File: src/design/khist_pkg.sv
// ----------------------------------------------------------------------------
// khist_pkg
// Types, constants and helpers of the key frequency histogram.
// ----------------------------------------------------------------------------
package khist_pkg;

  localparam int KH_ENTRIES = 64;
  localparam int KEY_W      = 64;
  localparam int CNT_W      = 32;
  localparam int ONES_W     = 7;
  localparam int RANK_W     = 6;
  localparam int USED_W     = 7;
  localparam int STATUS_W   = 2;

  localparam logic [CNT_W-1:0] CNT_MAX = '1;

  localparam logic [STATUS_W-1:0] ST_ENTRY = 2'd0;
  localparam logic [STATUS_W-1:0] ST_FULL  = 2'd1;
  localparam logic [STATUS_W-1:0] ST_EMPTY = 2'd2;

  typedef enum logic [1:0] {
    OP_NOP,
    OP_ADD,
    OP_LOAD,
    OP_SHIFT
  } cell_op_t;

  typedef struct packed {
    cell_op_t            op;
    logic [KEY_W-1:0]    word;
    logic [ONES_W-1:0]   ones;
    logic [RANK_W-1:0]   rank_q;
  } cell_ctl_t;

  // Count token circulating round the ring
  typedef struct packed {
    logic              vld;
    logic [CNT_W-1:0]  cnt;
    logic [RANK_W-1:0] idx;
  } tok_t;

  typedef struct packed {
    logic              hit;
    logic              sel;
    logic [KEY_W-1:0]  key;
    logic [CNT_W-1:0]  cnt;
    logic [ONES_W-1:0] ones;
  } cell_out_t;

  function automatic logic [ONES_W-1:0] popcount(input logic [KEY_W-1:0] v);
    logic [ONES_W-1:0] n;
    n = '0;
    for (int b = 0; b < KEY_W; b++) begin
      n = n + ONES_W'(v[b]);
    end
    return n;
  endfunction

endpackage

File: src/design/khist_cell.sv
// ----------------------------------------------------------------------------
// khist_cell
// One histogram entry: key, count and popcount, plus the rank accumulator
// fed by the count token passed from the neighbouring cell.
// ----------------------------------------------------------------------------
module khist_cell import khist_pkg::*; #(
  parameter int IDX = 0
) (
  input  logic      clk,
  input  logic      rst_n,
  input  cell_ctl_t ctl,
  input  logic      append_en,
  input  tok_t      tok_in,
  output tok_t      tok_out,
  output cell_out_t cout
);

  logic              valid_r;
  logic [KEY_W-1:0]  key_r;
  logic [CNT_W-1:0]  cnt_r;
  logic [ONES_W-1:0] ones_r;
  logic [RANK_W-1:0] rank_r;
  tok_t              tok_r;
  logic              hit;
  logic              sel;
  logic              ahead;

  localparam logic [RANK_W-1:0] MY_IDX = RANK_W'(IDX);

  assign hit = valid_r && (key_r == ctl.word);
  assign sel = valid_r && (rank_r == ctl.rank_q);
  // token entry sorts before this one
  assign ahead = tok_in.vld &&
                 ((tok_in.cnt < cnt_r) || ((tok_in.cnt == cnt_r) && (tok_in.idx < MY_IDX)));

  always_ff @(posedge clk) begin
    if (!rst_n) begin
      valid_r <= 1'b0;
    end else if (append_en) begin
      valid_r <= 1'b1;
    end
  end

  always_ff @(posedge clk) begin
    if (append_en) begin
      key_r  <= ctl.word;
      cnt_r  <= CNT_W'(1);
      ones_r <= ctl.ones;
    end else if (ctl.op == OP_ADD && hit && cnt_r != CNT_MAX) begin
      cnt_r <= cnt_r + CNT_W'(1);
    end
    unique case (ctl.op)
      OP_LOAD: begin
        tok_r  <= '{vld: valid_r, cnt: cnt_r, idx: MY_IDX};
        rank_r <= '0;
      end
      OP_SHIFT: begin
        tok_r <= tok_in;
        if (ahead) begin
          rank_r <= rank_r + RANK_W'(1);
        end
      end
      default: ;
    endcase
  end

  assign tok_out   = tok_r;
  assign cout.hit  = hit;
  assign cout.sel  = sel;
  assign cout.key  = sel ? key_r  : '0;
  assign cout.cnt  = sel ? cnt_r  : '0;
  assign cout.ones = sel ? ones_r : '0;

endmodule

File: config.mk
export PLATFORM = sky130hd
export DESIGN_NAME = khist_cell
export DESIGN_NICKNAME = d
export VERILOG_FILES = /design/src/design/khist_pkg.sv /design/src/design/khist_cell.sv
export SDC_FILE = /design/constraint.sdc
export NUM_CORES = 1
export LEC_CHECK = 0
export ABC_AREA = 1
export BUFFER_PORTS_ARGS = -buffer_cell sky130_fd_sc_hd__buf_2
export CAP_MARGIN = 5
export CELL_PAD_IN_SITES_DETAIL_PLACEMENT = 1
export CELL_PAD_IN_SITES_GLOBAL_PLACEMENT = 1
export CORE_MARGIN = 3
export CORE_UTILIZATION = 35
export CTS_BUF_LIST = sky130_fd_sc_hd__clkbuf_8
export CTS_CLUSTER_SIZE = 30
export DETAILED_ROUTE_END_ITERATION = 12
export PLACE_DENSITY_LB_ADDON = 0.1
export SKIP_LAST_GASP = 1
export SYNTH_ARGS = -nofsm -noshare
export SYNTH_HDL_FRONTEND = slang
export SYNTH_SLANG_ARGS = --single-unit
File: constraint.sdc
create_clock -name clk -period 1.7 [get_ports clk]
set_input_delay 0.085 -clock clk [delete_from_list [all_inputs] [get_ports clk]]
set_output_delay 0.085 -clock clk [all_outputs]
set_load 0.05 [all_outputs]
# ---- Word-level counts from Yosys, hierarchy flattened
# Index checks and enable logic that the tools add are counted.
dict set report op_classes {
  add_sub_neg 2
  mul 0
  n_div 0
  order_cmp 2
  eq_ne 8
  n_shift 0
  muxes 6
  n_bitwise 0
  n_reduce_logical 9
}
# op n
set ops {}
lappend ops {{$pmux 39 s2} 1}
lappend ops {{$eq 64x64->1} 1}
lappend ops {{$mux 64} 1}
lappend ops {{$add 32x1->32 const B} 1}
lappend ops {{$eq 32x32->1} 1}
lappend ops {{$lt 32x32->1} 1}
lappend ops {{$mux 32} 1}
lappend ops {{$ne 32x32->1 const B} 1}
lappend ops {{$pmux 6 s2} 1}
lappend ops {{$mux 7} 1}
lappend ops {{$add 6x1->6 const B} 1}
lappend ops {{$eq 6x6->1} 1}
lappend ops {{$logic_and 1x1->1} 6}
lappend ops {{$lt 6x1->1 const B} 1}
lappend ops {{$mux 6} 1}
lappend ops {{$eq 2x2->1 const B} 2}
lappend ops {{$eq 2x1->1 const B} 1}
lappend ops {{$ne 2x2->1 const B} 1}
lappend ops {{$reduce_and 2->1} 1}
lappend ops {{$reduce_bool 2->1} 1}
lappend ops {{$logic_or 1x1->1} 1}
dict set report totals {
  register_bits 149
  latchBits 0
  ramBits 0
  romBits 0
  in_bits 121
  out_inout_bits 144
  wordCells 35
  mem_count 0
}

# ---- Logic depth before layout (Yosys ltp)
dict set report depth {
  depth_word 6
  depth_mapped 14
  ltp_nobuf 13
}

# ---- Worst setup path after synthesis
# Ideal clock, no wire load.
dict set report synth_timing {
  path_kind {reg-to-output}
  from {reg rank_r[0]}
  to {out cout[0] in the netlist's numbering}
  arrival_time_ns 2.038
  required_ns 1.615
  path_slack_ns -0.423
  path_stages_with_launch 10
  path_buffers 2
  path_cell_list {edfxtp_1 > inv_1 > a22o_1 > nor2_1 > o211ai_1 > nor4_2 > inv_1 > clkbuf_1 > buf_2 > nor2_1}
}
# element line
set synth_lines {}
lappend synth_lines {{from (decl)} khist_cell.sv:22} ;# logic [RANK_W-1:0] rank_r;
lappend synth_lines {{from (signal assigned)} khist_cell.sv:60} ;# rank_r <= rank_r + RANK_W'(1);
lappend synth_lines {{to (decl)} khist_cell.sv:15} ;# output cell_out_t cout

==> out/qor.csv <==
stage;metric;value;unit
worst_setup_path;Crit Path Max Fanout;37;
hold_path;hold path startpoint;ctl[77];
logic_synthesis;distinct cell type count after synthesis;38;
worst_setup_path;worst reg2reg startpoint;key_r[40]$_DFFE_PP_;
power;Internal;6.39;mW
logic_synthesis;cell count after synthesis;1298;
worst_setup_path;Top delay family on crit path;buffers and inverters;
cts;clk slew on worst S/H paths;0.11;ns
logic_synthesis;Synth Area in Compound Gates;5.65;%
hold_path;Hold EP;rank_r[4]$_SDFFCE_PN0P_;
floorplan;io pins;265;
cts;TritonCTS buffer count;17;
floorplan;die width;170;um
worst_setup_path;Reg2Reg Depth;13;
routing;Antenna Nets Post-Route;0;
finish;final net count;2133;
power;Sw Ratio;34.2;%
cts;Clk Latency, worst-skew pair;0.48;ns
logic_synthesis;xor/xnor cell area share of the yosys netlist;2.70;%
logic_synthesis;mapped cell area;9420;um2
logic_synthesis;Post-synth top cells;397 x nand2_1, 223 x nor2_1, 197 x inv_1, 116 x edfxtp_1, 66 x nand4_1;
grt;initial antenna violation count;6;
status;status;finished with violations;
logic_synthesis;Synth Area in Simple Gates;33.3;%
sta;Worst Slack Setup Final;-0.709;ns
flow_run;maxcap violations;0;
sta;final hold vios;0;
power;power per cell area;574;nW/um2
floorplan;num rows;59;
finish;Synth-to-Final Area Change;79.3;%
worst_setup_path;Worst R2R Setup Slack;-0.64;ns
sta;max-slew violations;0;
sta;Min Hold Slack;0.106;ns
routing;Avg Vias per Cell;5.23;
power;Comb pwr share;25.0;%
logic_synthesis;syn avg cell area;7.26;um2
power;Flop pwr share;43.8;%
placement;gpl congestion;0.880;
logic_synthesis;Main synth FF type;edfxtp_1;
worst_setup_path;most frequent CP cell;nor2_1;
sta;Worst Tran Pin Value;0.688;ns
worst_setup_path;R2R Path End;cnt_r[1]$_SDFFE_PP0P_;
power;switching power;3.31;mW
cts;CTS tree;yes;
logic_synthesis;post-synthesis mux area share;0;%
placement;dpl cell area;13600;um2
sta;setup TNS;-83.79;ns
routing;per-cell routed wire length;21.3;um
grt;largest net degree at the start of global routing;68;
sta;fmax;415;MHz
floorplan;Initial Util;35.8;%
logic_synthesis;count leader, synth;nand2_1;
floorplan;die height;170;um
floorplan;die area;28900;um2
logic_synthesis;Ys Warns;0;
grt;vias in the first global route;13000;
sta;final setup fails;143;
power;Clock Power Share;31.2;%
grt;first-pass GRT wire length;70700;um
sta;Slew HR;54.1;%
logic_synthesis;Yosys top cell by area;edfxtp_1;
logic_synthesis;Async S/R FF share, synth;0;%
routing;Iter 0 DRT Violations;898;
worst_setup_path;Worst EP arrival;2.32;ns
routing;DR vias;12200;
cts;Max clock buf depth;2;
status;failing checks;setup timing;
logic_synthesis;largest cells by area after synthesis;edfxtp_1 37%, nand2_1 16%, nor2_1 8.9%, inv_1 7.9%, dfxtp_1 7.0%;
floorplan;core box area;26300;um2
logic_synthesis;number of synthesized flops with an enable pin;116;
grt;total track usage;31.5;%
logic_synthesis;net count after synthesis;1452;
routing;drt drc;0;
worst_setup_path;slowest cell delay on critical path;0.37;ns
cts;Root Driver;clkbuf_8;
worst_setup_path;CP Class;reg -> out;
logic_synthesis;synthesized flop and latch total;149;
sta;RSZ-0062 raised after global routing;yes;
sta;Worst Skew;0.0318;ns
hold_path;Min-Delay Path Depth;4;
placement;HPWL Detailed;30300;um
sta;Final period util;142;%
sta;clock period minus worst slack;2.41;ns
placement;placed cells;2163;
hold_path;hold crit path type;in -> reg;
power;total leakage power;7.94;nW
worst_setup_path;WP data required;1.62;ns
finish;non-filler cells, final;2332;
finish;layout cells sized above 1;43.7;%
worst_setup_path;Crit. End Element;primary output;
cts;Clock Sinks;149;
worst_setup_path;CP cell instances;inv_1, a22o_1, nor2_1, o211ai_1, nor4_2, buf_4, inv_8, buf_12, nor2_1, buf_6;
grt;Overflow after GRT;0;
finish;post-route cell area;16900;um2
worst_setup_path;Slowest cell on crit path;edfxtp_1;
worst_setup_path;startpoint types;flip-flop;
power;worst vdd ir;0.397;mV
placement;IO buf count;264;
logic_synthesis;Yosys top cell area share;37.0;%
routing;drt pass-1 iters;5;
worst_setup_path;crit path buf inv count;5;
logic_synthesis;adder-cell area share of the yosys netlist;4.38;%
logic_synthesis;largest family of logic cells by synthesized area;simple AND/OR/NAND/NOR gates;
routing;Detailed Route WL;49700;um
cts;H-tree lvl count;4;
logic_synthesis;Seq/Total Area, Yosys;44.0;%
power by group through the flow:
stage	logic [mW]	clock network (mW)	registers (mW)
global route	2.59	3.18	4.27
finish	2.43	3.02	4.25
global placement	1.87	0	4.29
floorplan	0.690	0	4.46
CTS	2.21	3.00	4.23
detailed placement	1.92	0	4.31
registers in the layout (all words and copies together) (netlist names):
signal / flops
rank_r: 6
valid_r: 1
cnt_r: 32
tok_out: 39
ones_r: 7
key_r: 64
repair_timing:
item | CTS | global route
cloned | 8 | 0
hold buffers | 112 | 0
hold endpoints to repair | 124 | 0
gates resized for setup | 334 | 144
setup buffers | 11 | 9
endpoints found under the setup margin | 143 | 143
pin swaps | 33 | 67
cells by family (layout without fill, tap and decap cells):
group	count (synthesis)	in the layout
AO/OA/AOI/OAI	100	100
XOR/XNOR	29	29
adder cells (fa/ha/maj)	33	33
buffers and inverters	236	930
flip-flops	149	149
other	0	5
AND/OR/NAND/NOR	751	751
worst max-delay path by stage:
stage / cells past startpoint / start / endpoint / slack (ns)
after floorplan: 9 / rank_r[0]$_SDFFCE_PN0P_ / cout[14] / -0.40
after global placement: 9 / cnt_r[31]$_SDFFE_PP0P_ / rank_r[3]$_SDFFCE_PN0P_ / -0.45
after detailed placement: 9 / cnt_r[31]$_SDFFE_PP0P_ / rank_r[2]$_SDFFCE_PN0P_ / -0.48
after CTS: 11 / rank_r[1]$_SDFFCE_PN0P_ / cout[39] / -0.67
after global routing: 10 / rank_r[1]$_SDFFCE_PN0P_ / cout[92] / -0.82
final: 10 / rank_r[1]$_SDFFCE_PN0P_ / cout[44] / -0.71
through the flow:
stage	setup WS [ns]	power [mW]	util, %
finish	-0.709	9.70	64.3
floorplan	-0.399	5.15	-
global route	-0.820	10.0	64.3
detailed placement	-0.476	6.23	51.6
global placement	-0.451	6.16	51.6
CTS	-0.672	9.44	62.6
cells in the final DEF, fill, tap and decap left out, drive strengths merged, types with 2 or more instances in the layout:
cell type / n
dfxtp: 33
xor2: 27
nand4: 67
o21ai: 41
nor3: 23
a31oi: 2
dlygate4sd3: 112
o211ai: 3
nor4: 11
clkbuf: 17
nor2: 225
ha: 33
xnor2: 2
inv: 209
o21a: 3
clkinvlp: 3
a21oi: 47
buf: 586
nand3: 22
nor3b: 2
nand2: 397
diode: 5
edfxtp: 116
area by class of cell:
class	count	area, um2
Fill cell	3167	9390
Timing Repair Buffer	699	5840
Multi-Input combinational cell	913	5310
Sequential cell	149	4160
Inverter	199	757
Tap cell	335	419
Clock buffer	17	234
Clock inverter	15	158
Antenna cell	5	12.5
worst register-to-register path, delay by kind of cell (launching register included):
| family | cells | cell delay, ns |
|---|---|---|
| buffers and inverters | 4 | 0.58 |
| xor gates and xnor gates | 1 | 0.30 |
| and+or+nand+nor | 7 | 0.70 |
| DFF | 1 | 0.51 |
| AOI/OAI and AO/OA | 1 | 0.15 |
metal layers:
metal / GRT usage, % / up-vias / wire length (um)
met2: 57.3 / 559 / 25700
met3: 4.74 / 102 / 3280
met5: 0 / - / 13
met1: 38.2 / 5983 / 19200
li1: - / 5545 / -
met4: 10.2 / 2 / 1570
No activity file was read; power rests on OpenSTA's default activity.
